**src/rtl/sitar_pkg.sv**
```systemverilog
// Shared types, constants and helpers for the signed integer to ASCII converter.
// No dependencies; imported by sitar_ctrl, sitar_dp and signed_int_to_ascii_radix.
package sitar_pkg;

  localparam int MAX_DIGITS = 32;
  localparam int VALUE_W    = 32;
  localparam int CFG_W      = 6;
  localparam int CHAR_W     = 8;
  localparam int DIGIT_W    = 6;
  localparam int IDX_W      = $clog2(MAX_DIGITS);
  // digit count saturates at MAX_DIGITS + 1
  localparam int CNT_W      = $clog2(MAX_DIGITS + 2);
  localparam int FIT_W      = ((CNT_W > CFG_W) ? CNT_W : CFG_W) + 2;

  // divider retires DIV_BITS quotient bits per cycle
  localparam int DIV_BITS   = 4;
  localparam int DIV_STEPS  = VALUE_W / DIV_BITS;
  localparam int STEP_W     = $clog2(DIV_STEPS);

  localparam logic [CFG_W-1:0] RADIX_MIN  = CFG_W'(2);
  localparam logic [CFG_W-1:0] RADIX_MAX  = CFG_W'(36);
  localparam logic [CFG_W-1:0] BUFSZ_MIN  = CFG_W'(2);
  localparam logic [CFG_W-1:0] RADIX_RST  = CFG_W'(10);
  localparam logic [CFG_W-1:0] BUFSZ_RST  = CFG_W'(34);

  localparam logic [CHAR_W-1:0] CHAR_MINUS = 8'h2D;
  localparam logic [CHAR_W-1:0] CHAR_ZERO  = 8'h30;
  localparam logic [CHAR_W-1:0] CHAR_ALPHA = 8'h37;  // 'A' - 10
  localparam logic [CHAR_W-1:0] CHAR_NONE  = 8'h00;

  // configuration register indexes
  localparam logic CFG_RADIX = 1'b0;
  localparam logic CFG_BUFSZ = 1'b1;

  typedef struct packed {
    logic load;        // capture a new input item
    logic div_step;    // one divider step
    logic rd_issue;    // read next digit, decrement count
    logic load_sign;   // put '-' in the output register
    logic load_digit;  // put the digit read last in the output register
    logic load_err;    // put the error result in the output register
  } sitar_cmd_t;

  typedef struct packed {
    logic cfg_bad;     // radix or buffer size invalid
    logic div_done;    // this divider cycle ends the last digit
    logic fits;        // sign, digits and terminator fit the buffer
    logic neg;         // item is negative
    logic last_digit;  // no digits left after this one
    logic out_free;    // output register can take a result this cycle
  } sitar_sts_t;

  function automatic logic [CHAR_W-1:0] digit_char(input logic [DIGIT_W-1:0] d);
    logic [CHAR_W-1:0] ext;
    ext = CHAR_W'(d);
    if (d < DIGIT_W'(10)) begin
      return CHAR_ZERO + ext;
    end
    return CHAR_ALPHA + ext;
  endfunction

endpackage

```
**src/rtl/sitar_ctrl.sv**
```systemverilog
// Sequencer for the converter: accept, divide, fit check, error, sign and digit emission.
// Depends on sitar_pkg; drives sitar_dp through sitar_cmd_t.
module sitar_ctrl (
  input  logic                  clk,
  input  logic                  rst_n,
  input  logic                  in_valid,
  output logic                  in_ready,
  input  sitar_pkg::sitar_sts_t sts,
  output sitar_pkg::sitar_cmd_t cmd
);
  import sitar_pkg::*;

  typedef enum logic [6:0] {
    S_IDLE = 7'b0000001,
    S_DIV  = 7'b0000010,
    S_FIT  = 7'b0000100,
    S_ERR  = 7'b0001000,
    S_SIGN = 7'b0010000,
    S_RD   = 7'b0100000,
    S_EMIT = 7'b1000000
  } state_t;

  state_t state_r, state_nxt;

  always_comb begin
    state_nxt = state_r;
    cmd       = '0;
    in_ready  = 1'b0;
    case (state_r)
      S_IDLE: begin
        in_ready = 1'b1;
        if (in_valid) begin
          cmd.load  = 1'b1;
          state_nxt = sts.cfg_bad ? S_ERR : S_DIV;
        end
      end
      S_DIV: begin
        cmd.div_step = 1'b1;
        if (sts.div_done) begin
          state_nxt = S_FIT;
        end
      end
      S_FIT: begin
        if (!sts.fits) begin
          state_nxt = S_ERR;
        end else if (sts.neg) begin
          state_nxt = S_SIGN;
        end else begin
          state_nxt = S_RD;
        end
      end
      S_ERR: begin
        if (sts.out_free) begin
          cmd.load_err = 1'b1;
          state_nxt    = S_IDLE;
        end
      end
      S_SIGN: begin
        if (sts.out_free) begin
          cmd.load_sign = 1'b1;
          state_nxt     = S_RD;
        end
      end
      S_RD: begin
        cmd.rd_issue = 1'b1;
        state_nxt    = S_EMIT;
      end
      S_EMIT: begin
        if (sts.out_free) begin
          cmd.load_digit = 1'b1;
          state_nxt      = sts.last_digit ? S_IDLE : S_RD;
        end
      end
      default: begin
        state_nxt = S_IDLE;
      end
    endcase
  end

  always_ff @(posedge clk) begin
    if (!rst_n) begin
      state_r <= S_IDLE;
    end else begin
      state_r <= state_nxt;
    end
  end

endmodule

```
**src/rtl/sitar_dp.sv**
```systemverilog
// Datapath: config registers, radix divider, digit store and output register.
// Depends on sitar_pkg; commanded by sitar_ctrl.
module sitar_dp (
  input  logic                              clk,
  input  logic                              rst_n,
  input  logic                              cfg_we,
  input  logic                              cfg_index,
  input  logic [sitar_pkg::CFG_W-1:0]       cfg_wdata,
  input  logic signed [sitar_pkg::VALUE_W-1:0] in_value,
  input  sitar_pkg::sitar_cmd_t             cmd,
  output sitar_pkg::sitar_sts_t             sts,
  output logic                              out_valid,
  input  logic                              out_ready,
  output logic [sitar_pkg::CHAR_W-1:0]      out_character,
  output logic                              out_last,
  output logic                              out_error
);
  import sitar_pkg::*;

  logic [CFG_W-1:0]   radix_r, bufsz_r;
  logic [VALUE_W-1:0] mag_r, mag_nxt;
  logic [DIGIT_W-1:0] rem_r, rem_nxt;
  logic [STEP_W-1:0]  step_r;
  logic [CNT_W-1:0]   count_r, count_dec;
  logic               neg_r;
  logic               digit_wr;
  logic               last_step;
  logic [DIGIT_W-1:0] mem [MAX_DIGITS];
  logic [DIGIT_W-1:0] rd_data_r;
  logic               out_valid_r;
  logic [CHAR_W-1:0]  out_char_r;
  logic               out_last_r, out_error_r;
  logic               out_load;
  logic [FIT_W-1:0]   need_w;

  always_ff @(posedge clk) begin
    if (!rst_n) begin
      radix_r <= RADIX_RST;
      bufsz_r <= BUFSZ_RST;
    end else if (cfg_we) begin
      case (cfg_index)
        CFG_RADIX: radix_r <= cfg_wdata;
        CFG_BUFSZ: bufsz_r <= cfg_wdata;
        default: ;
      endcase
    end
  end

  // restoring division, DIV_BITS quotient bits per cycle; remainder stays below radix
  always_comb begin
    logic [DIGIT_W:0]         t;
    logic [DIGIT_W-1:0]       r;
    logic [DIV_BITS-1:0]      q;
    r = rem_r;
    q = '0;
    for (int i = 0; i < DIV_BITS; i++) begin
      t = {r, mag_r[VALUE_W-1-i]};
      if (t >= {1'b0, radix_r}) begin
        r                = DIGIT_W'(t - {1'b0, radix_r});
        q[DIV_BITS-1-i]  = 1'b1;
      end else begin
        r = t[DIGIT_W-1:0];
      end
    end
    rem_nxt = r;
    mag_nxt = {mag_r[VALUE_W-DIV_BITS-1:0], q};
  end

  assign last_step = (step_r == STEP_W'(DIV_STEPS - 1));
  assign digit_wr  = cmd.div_step && last_step && (count_r < CNT_W'(MAX_DIGITS));
  assign count_dec = count_r - CNT_W'(1);

  always_ff @(posedge clk) begin
    if (!rst_n) begin
      count_r <= '0;
      step_r  <= '0;
      rem_r   <= '0;
      neg_r   <= 1'b0;
    end else if (cmd.load) begin
      count_r <= '0;
      step_r  <= '0;
      rem_r   <= '0;
      neg_r   <= in_value[VALUE_W-1];
    end else if (cmd.div_step) begin
      step_r <= step_r + STEP_W'(1);
      if (last_step) begin
        rem_r <= '0;
        if (count_r <= CNT_W'(MAX_DIGITS)) begin
          count_r <= count_r + CNT_W'(1);
        end
      end else begin
        rem_r <= rem_nxt;
      end
    end else if (cmd.rd_issue) begin
      count_r <= count_dec;
    end
  end

  always_ff @(posedge clk) begin
    if (cmd.load) begin
      mag_r <= in_value[VALUE_W-1] ? (VALUE_W'(0) - in_value) : in_value;
    end else if (cmd.div_step) begin
      mag_r <= mag_nxt;
    end
  end

  always_ff @(posedge clk) begin
    if (digit_wr) begin
      mem[count_r[IDX_W-1:0]] <= rem_nxt;
    end
    if (cmd.rd_issue) begin
      rd_data_r <= mem[count_dec[IDX_W-1:0]];
    end
  end

  assign out_load = cmd.load_sign || cmd.load_digit || cmd.load_err;

  always_ff @(posedge clk) begin
    if (!rst_n) begin
      out_valid_r <= 1'b0;
    end else if (out_load) begin
      out_valid_r <= 1'b1;
    end else if (out_ready) begin
      out_valid_r <= 1'b0;
    end
  end

  always_ff @(posedge clk) begin
    if (cmd.load_err) begin
      out_char_r  <= CHAR_NONE;
      out_last_r  <= 1'b1;
      out_error_r <= 1'b1;
    end else if (cmd.load_sign) begin
      out_char_r  <= CHAR_MINUS;
      out_last_r  <= 1'b0;
      out_error_r <= 1'b0;
    end else if (cmd.load_digit) begin
      out_char_r  <= digit_char(rd_data_r);
      out_last_r  <= (count_r == '0);
      out_error_r <= 1'b0;
    end
  end

  // sign + digits + terminator must not exceed the buffer
  assign need_w = FIT_W'(count_r) + FIT_W'(neg_r) + FIT_W'(1);

  always_comb begin
    sts            = '0;
    sts.cfg_bad    = (radix_r < RADIX_MIN) || (radix_r > RADIX_MAX) || (bufsz_r < BUFSZ_MIN);
    sts.div_done   = last_step && (mag_nxt == '0);
    sts.fits       = (need_w <= FIT_W'(bufsz_r)) && (count_r <= CNT_W'(MAX_DIGITS));
    sts.neg        = neg_r;
    sts.last_digit = (count_r == '0);
    sts.out_free   = !out_valid_r || out_ready;
  end

  assign out_valid     = out_valid_r;
  assign out_character = out_char_r;
  assign out_last      = out_last_r;
  assign out_error     = out_error_r;

  a_rem_below_radix: assert property (@(posedge clk) disable iff (!rst_n)
    cmd.div_step |-> (rem_r < radix_r))
    else $error("divider remainder reached radix");

  a_no_overwrite: assert property (@(posedge clk) disable iff (!rst_n)
    out_load |-> (!out_valid_r || out_ready))
    else $error("output register loaded while an item is pending");

  a_read_nonempty: assert property (@(posedge clk) disable iff (!rst_n)
    cmd.rd_issue |-> (count_r != '0))
    else $error("digit read with empty store");

  a_last_digit_done: assert property (@(posedge clk) disable iff (!rst_n)
    (cmd.load_digit && count_r == '0) |=> (out_valid && out_last && !out_error))
    else $error("final digit not flagged last");

endmodule

```
**src/rtl/signed_int_to_ascii_radix.sv**
```systemverilog
// Top level of the signed integer to ASCII text converter, radix 2 to 36.
// Depends on sitar_pkg, sitar_ctrl and sitar_dp.
//
//   channel  ports                                   direction
//   in       in_valid/in_ready, in_value             item in (32-bit signed)
//   out      out_valid/out_ready, out_character,     one item per character
//            out_last, out_error
//   cfg      cfg_we, cfg_index, cfg_wdata            register write, no wait
//
// Divider retires 4 quotient bits a cycle, passing over the whole magnitude for each digit.
// Then a fit check, a sign if negative, and per character a store read and a load.
// Synchronous active-low reset; radix resets to 10, buffer size to 34.
// A stalled output holds the sequencer; a new item is taken once the last one is queued.
module signed_int_to_ascii_radix (
  input  logic                                 clk,
  input  logic                                 rst_n,
  input  logic                                 cfg_we,
  input  logic                                 cfg_index,
  input  logic [sitar_pkg::CFG_W-1:0]          cfg_wdata,
  input  logic                                 in_valid,
  output logic                                 in_ready,
  input  logic signed [sitar_pkg::VALUE_W-1:0] in_value,
  output logic                                 out_valid,
  input  logic                                 out_ready,
  output logic [sitar_pkg::CHAR_W-1:0]         out_character,
  output logic                                 out_last,
  output logic                                 out_error
);
  import sitar_pkg::*;

  sitar_cmd_t cmd;
  sitar_sts_t sts;

  sitar_ctrl u_ctrl (
    .clk      (clk),
    .rst_n    (rst_n),
    .in_valid (in_valid),
    .in_ready (in_ready),
    .sts      (sts),
    .cmd      (cmd)
  );

  sitar_dp u_dp (
    .clk           (clk),
    .rst_n         (rst_n),
    .cfg_we        (cfg_we),
    .cfg_index     (cfg_index),
    .cfg_wdata     (cfg_wdata),
    .in_value      (in_value),
    .cmd           (cmd),
    .sts           (sts),
    .out_valid     (out_valid),
    .out_ready     (out_ready),
    .out_character (out_character),
    .out_last      (out_last),
    .out_error     (out_error)
  );

endmodule
```
**config.mk**
```make
export PLATFORM = sky130hd
export DESIGN_NAME = signed_int_to_ascii_radix
export DESIGN_NICKNAME = d
export VERILOG_FILES = /design/src/rtl/sitar_pkg.sv /design/src/rtl/sitar_ctrl.sv /design/src/rtl/sitar_dp.sv /design/src/rtl/signed_int_to_ascii_radix.sv
export SDC_FILE = /design/constraint.sdc
export NUM_CORES = 1
export LEC_CHECK = 0
export BUFFER_PORTS_ARGS = -buffer_cell sky130_fd_sc_hd__buf_2
export CORE_AREA = 2 2 188 190
export DETAILED_ROUTE_END_ITERATION = 10
export DIE_AREA = 0 0 190 192
export PLACE_DENSITY = 0.51
export SYNTH_ARGS = -nofsm -noshare
export SYNTH_HDL_FRONTEND = slang
export SYNTH_HIERARCHICAL = 1
export SYNTH_SLANG_ARGS = --single-unit
```
**constraint.sdc**
```tcl
create_clock -name clk -period 24.3 [get_ports clk]
set_clock_uncertainty 0.2 [all_clocks]
set_input_delay 2.43 -clock clk [delete_from_list [all_inputs] [get_ports clk]]
set_output_delay 2.43 -clock clk [all_outputs]
set_load 0.05 [all_outputs]
```
# After elaboration in Yosys (flattened, before gate mapping)
# Memories as Yosys holds them, arrays and structs flattened. A register that Yosys moved wholly into a read port is not among the register bits.
# Index checks and enable logic that the tools add are counted.
[totals]
reg_bits = 78
ram_bits = 192
output_inout_bits = 12
word_cells = 127
n_memories = 1
[memory_table]
columns = ["name", "words", "width", "rd", "rd_clocked_by_memory_dff", "wr", "line", "source"]
rows = [
  ["u_dp.mem", 32, 6, 1, 1, 1, "sitar_dp.sv:28", "logic [DIGIT_W-1:0] mem [MAX_DIGITS];"],
]
[op_classes]
add_sub_neg = 12
n_lt_le_gt_ge = 11
eq_ne = 15
n_mux = 51
bitwise_logic = 2
n_reduce_logical = 22
[ops]
columns = ["op", "n"]
rows = [
  ["32-bit 2-to-1 mux", 3],
  ["6-bit 2-to-1 mux", 13],
  ["7-bit case mux with 7 select lines", 1],
  ["7-bit 2-to-1 mux", 6],
  ["32-bit logical NOT", 1],
  ["1-bit by 32-bit subtractor with 32-bit output, first input constant", 1],
  ["7-bit by 6-bit >= comparator with 1-bit output", 4],
  ["1-bit 2-to-1 mux", 25],
  ["6-bit subtractor", 4],
  ["8-bit 2-to-1 mux", 2],
  ["6-bit by 6-bit adder with 7-bit output, first input constant", 2],
  ["2-bit != test, second input constant", 7],
  ["6-bit by 2-bit less-than comparator with 1-bit output, second input constant", 2],
  ["8-bit by 1-bit adder with 8-bit output, second input constant", 1],
  ["8-bit by 6-bit <= comparator with 1-bit output", 1],
  ["2-bit nonzero test", 4],
  ["6-bit by 1-bit adder with 7-bit output", 1],
  ["7-bit by 1-bit == test with 1-bit output, second input constant", 1],
  ["7-bit by 2-bit == test with 1-bit output, second input constant", 1],
  ["7-bit by 3-bit == test with 1-bit output, second input constant", 1],
  ["7-bit by 4-bit == test with 1-bit output, second input constant", 1],
  ["7-bit by 5-bit == test with 1-bit output, second input constant", 1],
  ["7-bit by 6-bit == test with 1-bit output, second input constant", 1],
  ["7-bit == test, second input constant", 1],
  ["18 further kinds", 28],
]

# Logic depth before layout (Yosys ltp)
[depth]
depth_word = 12
ltp_mapped = 35
depth_no_buf = 34

# By module
# Netlist, hierarchy kept.
[modules_own_cells]
columns = ["mod", "instances", "cells_each", "area_each_um2"]
rows = [
  ["sitar_dp", 1, 960, 13007.5],
  ["sitar_ctrl", 1, 68, 546.8],
]

# Worst setup path after synthesis
# OpenSTA, ideal clock, no wires.
[synth_path]
path_kind = "reg2reg"
startpoint = "register u_dp.radix_r[4]"
endpoint = "memory u_dp.mem[0][1], data pin"
setup_ns = 0.351
arrival_time_ns = 7.191
required_ns = 23.749
slack_ns = 16.558
stages_incl_launch_ff = 33
period_less_slack_ns = 7.742
path_cell_list = "dfxtp_1 > inv_1 > ha_1 > a21o_1 > a211oi_2 > nand3_1 > o21ai_0 > inv_1 > ha_1 > nor2b_1 > o2111ai_1 > a41oi_1 > a211oi_2 > mux2_2 > inv_1 > ha_1 > o21a_1 > o31a_1 > o31ai_1 > o311a_1 > o221ai_1 > clkbuf_1 > nor2_1 > a21oi_1 > ha_1 > a21oi_1 > o21bai_1 > a211oi_1 > o21a_1 > and3_1 > nand2_1 > o21ai_0 > nor2_1"
[synth_between]
elab_chain_len = 8
elab_cells_between_ends = 12
classes_between = "add/sub: 4; order compare: 4; mux: 4"
[synth_lines]
columns = ["element", "line", "source"]
rows = [
  ["from (decl)", "sitar_dp.sv:20", "logic [CFG_W-1:0] radix_r, bufsz_r;"],
  ["from (signal assigned)", "sitar_dp.sv:42", "CFG_RADIX: radix_r <= cfg_wdata;"],
  ["6-bit subtractor / 7-bit by 6-bit >= comparator with 1-bit output (equally long branches)", "sitar_dp.sv:59, sitar_dp.sv:58", ""],
  ["6-bit 2-to-1 mux", "sitar_dp.sv:58", "if (t >= {1'b0, radix_r}) begin"],
  ["6-bit subtractor / 7-bit by 6-bit >= comparator with 1-bit output (equally long branches)", "sitar_dp.sv:59, sitar_dp.sv:58", ""],
  ["6-bit 2-to-1 mux", "sitar_dp.sv:58", ""],
  ["7-bit by 6-bit >= comparator with 1-bit output / 6-bit subtractor (equally long branches)", "sitar_dp.sv:58, sitar_dp.sv:59", ""],
  ["6-bit 2-to-1 mux", "sitar_dp.sv:58", ""],
  ["6-bit subtractor / 7-bit by 6-bit >= comparator with 1-bit output (equally long branches)", "sitar_dp.sv:59, sitar_dp.sv:58", ""],
  ["6-bit 2-to-1 mux (*)", "sitar_dp.sv:58", ""],
  ["via u_dp.rem_nxt[1]", "sitar_dp.sv:22", "logic [DIGIT_W-1:0] rem_r, rem_nxt;"],
  ["to (decl)", "sitar_dp.sv:28", ""],
]
# Mark *: on every way through the listed nets, which the timed path passes. The rest lies on a longest branch.

# Worst setup path after layout
[layout_path]
startpoint = "register u_dp.radix_r[4]"
endpoint = "memory u_dp.mem[9][1], data pin"
# The elaborated chain is that of the path after synthesis.

==> metrics.txt <==
Period Utilization, post-route 37.9%; most frequent cell after synthesis edfxtp_1; Synth async-reset ratio 0%; Distinct cells, synth 73; hpwl dp 21000 µm; vias in the first global route 8392; status completed; post-route minimum period 9.20 ns; Critical-path top delay cell nor2_2; DR vias 8316; reg2reg end u_dp/mem[9][1]$_DFFE_PP_; Yosys warning total 6; share of cells above drive strength 1 18.3%; Worst setup SP type flop; biggest cell delay along the critical path 0.89 ns; FMAX 109 MHz; worst slew pin tran 1.16 ns; Ports 56; area grow syn2layout 12.3%; Yosys top cell area share 51.0%; synth cell count leaders edfxtp_1 (230), nor2_1 (110), mux4_2 (60); clock buffer depth 3; max_cap viols 0; Synth area leader edfxtp_1; largest net degree at the start of global routing 66; WL per Instance 19.8 µm; Hold Fails Final Rpt 0; Worst Setup End Kind flop; reg2reg path depth 31; Hold Path Sink u_dp/out_error$_SDFFE_PP1P_; drt pass-1 iters 5; post-CTS setup buffer count 0; DRT iter0 DRCs 541; setup TNS 0 ns; HP Class flop to flop; port bufs 54; Die Width 190 µm; DR DRC count 0; drt total wl 30800 µm; Setup-failing EPs final 0; clk root buf clkbuf_16; grt total ovfl 0; # fillers 3115; Die ar. 0.0365 mm²; number of diodes 0; sequential fraction of the synthesis area 57.6%; Area contributors post-synth edfxtp_1 (51%), mux4_2 (10%), dfxtp_1 (6.6%), ha_1 (4.0%), nor2_1 (3.0%); first-pass GRT wire length 48000 µm; H-tree depth 1; initial antenna violation count 0; Final Core Density 44.4%; Min-Delay Startpoint u_dp/out_error$_SDFFE_PP1P_; Main synth FF type edfxtp_1; R2R Setup Slk 15.10 ns; clk_lat worst skew 0.54 ns; Synth Net Count 1119; CTS sink count 275; RSZ-0062 raised after global routing false; Final #Nets 1163; Post-Syn Area 0.0136 mm²; CTS clock-pin slew for the worst setup and hold paths 0.06 ns; cells after synthesis 1028; Crit path buffers/inverters 3; crit-path leading delay family compound AO/OA/AOI/OAI gates; CTS tree done; CTS Hold Bufs 0; Critical Path AT 9.17 ns; Synth Register Bits 275; CTS resizes 0; routability cong. 0.872; total CTS buffers 30; CP max FO 32; Initial Utilization 39.5%; Final ANT Viol Nets 0; Max-Slew Margin vs Limit 22.5%; Max Transition Viols Final 0; Vias/cell 5.36; height of the die 192 µm; GRT Util Overall 17.1%; Crit path top cell by count ha_1; Row Count 68; core area 0.0343 mm²; Crit path required time 24.27 ns; Setup CP Type flop to flop; Post-synth EDFFs 230; worst r2r src u_dp/radix_r[4]$_SDFFE_PN0P_; Worst Hold Path Cells 1; hold slack 0.250 ns; Mean Syn Cell Area 13.2 µm²
==> cell families (layout without fill, tap and decap cells) <==
logic type,count (synthesis),after routing,share of synthesized area (%)
and+or+nand+nor,288,288,10.9
DFF,275,275,57.6
AOI/OAI and AO/OA,170,170,8.27
muxes,84,84,11.8
xor gates and xnor gates,59,59,3.81
adders and majority gates,47,47,4.56
buffers and inverters,104,172,2.97
other,1,1,0.0277
==> flip-flops by register name, indices dropped and copies added, names as in the netlist, 3 cells and up <==
name and flops:
u_dp/count_r 6, u_dp/out_character 7, u_ctrl/state_r 7, u_dp/rem_r 6
u_dp/radix_r 6, u_dp/mag_r 32, u_dp/step_r 3, u_dp/mem 192
u_dp/bufsz_r 6, u_dp/rd_data_r 6
==> worst max-delay path by stage <==
stage	slack [ns]	startpoint	endpoint	cells after the start
after CTS	15.15	u_dp/radix_r[1]$_SDFFE_PN1P_	u_dp/mem[24][3]$_DFFE_PP_	29
after floorplan	16.56	u_dp/radix_r[4]$_SDFFE_PN0P_	u_dp/mem[0][1]$_DFFE_PP_	32
after global placement	15.41	u_dp/radix_r[1]$_SDFFE_PN1P_	u_dp/mem[24][3]$_DFFE_PP_	30
after detailed placement	15.20	u_dp/radix_r[1]$_SDFFE_PN1P_	u_dp/mem[24][3]$_DFFE_PP_	29
final	15.10	u_dp/radix_r[4]$_SDFFE_PN0P_	u_dp/mem[9][1]$_DFFE_PP_	31
after global routing	14.27	u_dp/radix_r[1]$_SDFFE_PN1P_	u_dp/mem[22][1]$_DFFE_PP_	31
==> layer usage <==
layer,routed length [µm],global-route usage [%],part of all wire (%)
met2,15300,30.2,50
met3,1080,2.05,3.5
met4,749,4.59,2.4
met1,13600,22.3,44
met5,0,0,0
==> worst register-to-register path: cells and delay by family, from the launching register on <==
family          cells  cell delay [ns]
buf+inv             3             0.29
flops               1             0.34
compound gates     17             4.31
simple gates        6             1.90
mux                 1             0.44
fa+ha+maj           4             1.34
==> cell usage in the layout (no fill, tap or decap), types with 40 or more instances in the layout <==
cell type,n
edfxtp_1,230
nor2_1,108
mux4_2,60
inv_1,57
a21oi_1,56
buf_2,54
nand2_1,51
dfxtp_1,44
ha_1,42
xor2_1,40
==> metrics by stage <==
step,std cells,setup WS (ns),instance area (µm²)
3_3_place_gp,1495,15.41,14300
4_1_cts,1551,15.15,15200
3_5_place_dp,1495,15.20,14300
6_report,1551,15.10,15200
2_1_floorplan,1028,16.56,13600
5_1_grt,1551,14.27,15200
==> layout make-up <==
cell class | instances | area (µm²) | area share [%]
sequential | 275 | 7810 | 51.3
clock buffer | 36 | 805 | 5.29
clock inverter | 20 | 120 | 0.789
tap | 455 | 569 | 3.74
multi-input combinational | 649 | 5390 | 35.4
timing repair buffer | 59 | 308 | 2.02
inverter | 57 | 214 | 1.41
Power is left out: the tool's default activity adds up to more than one toggle a clock period on the data nets, which glitch-free logic cannot reach.
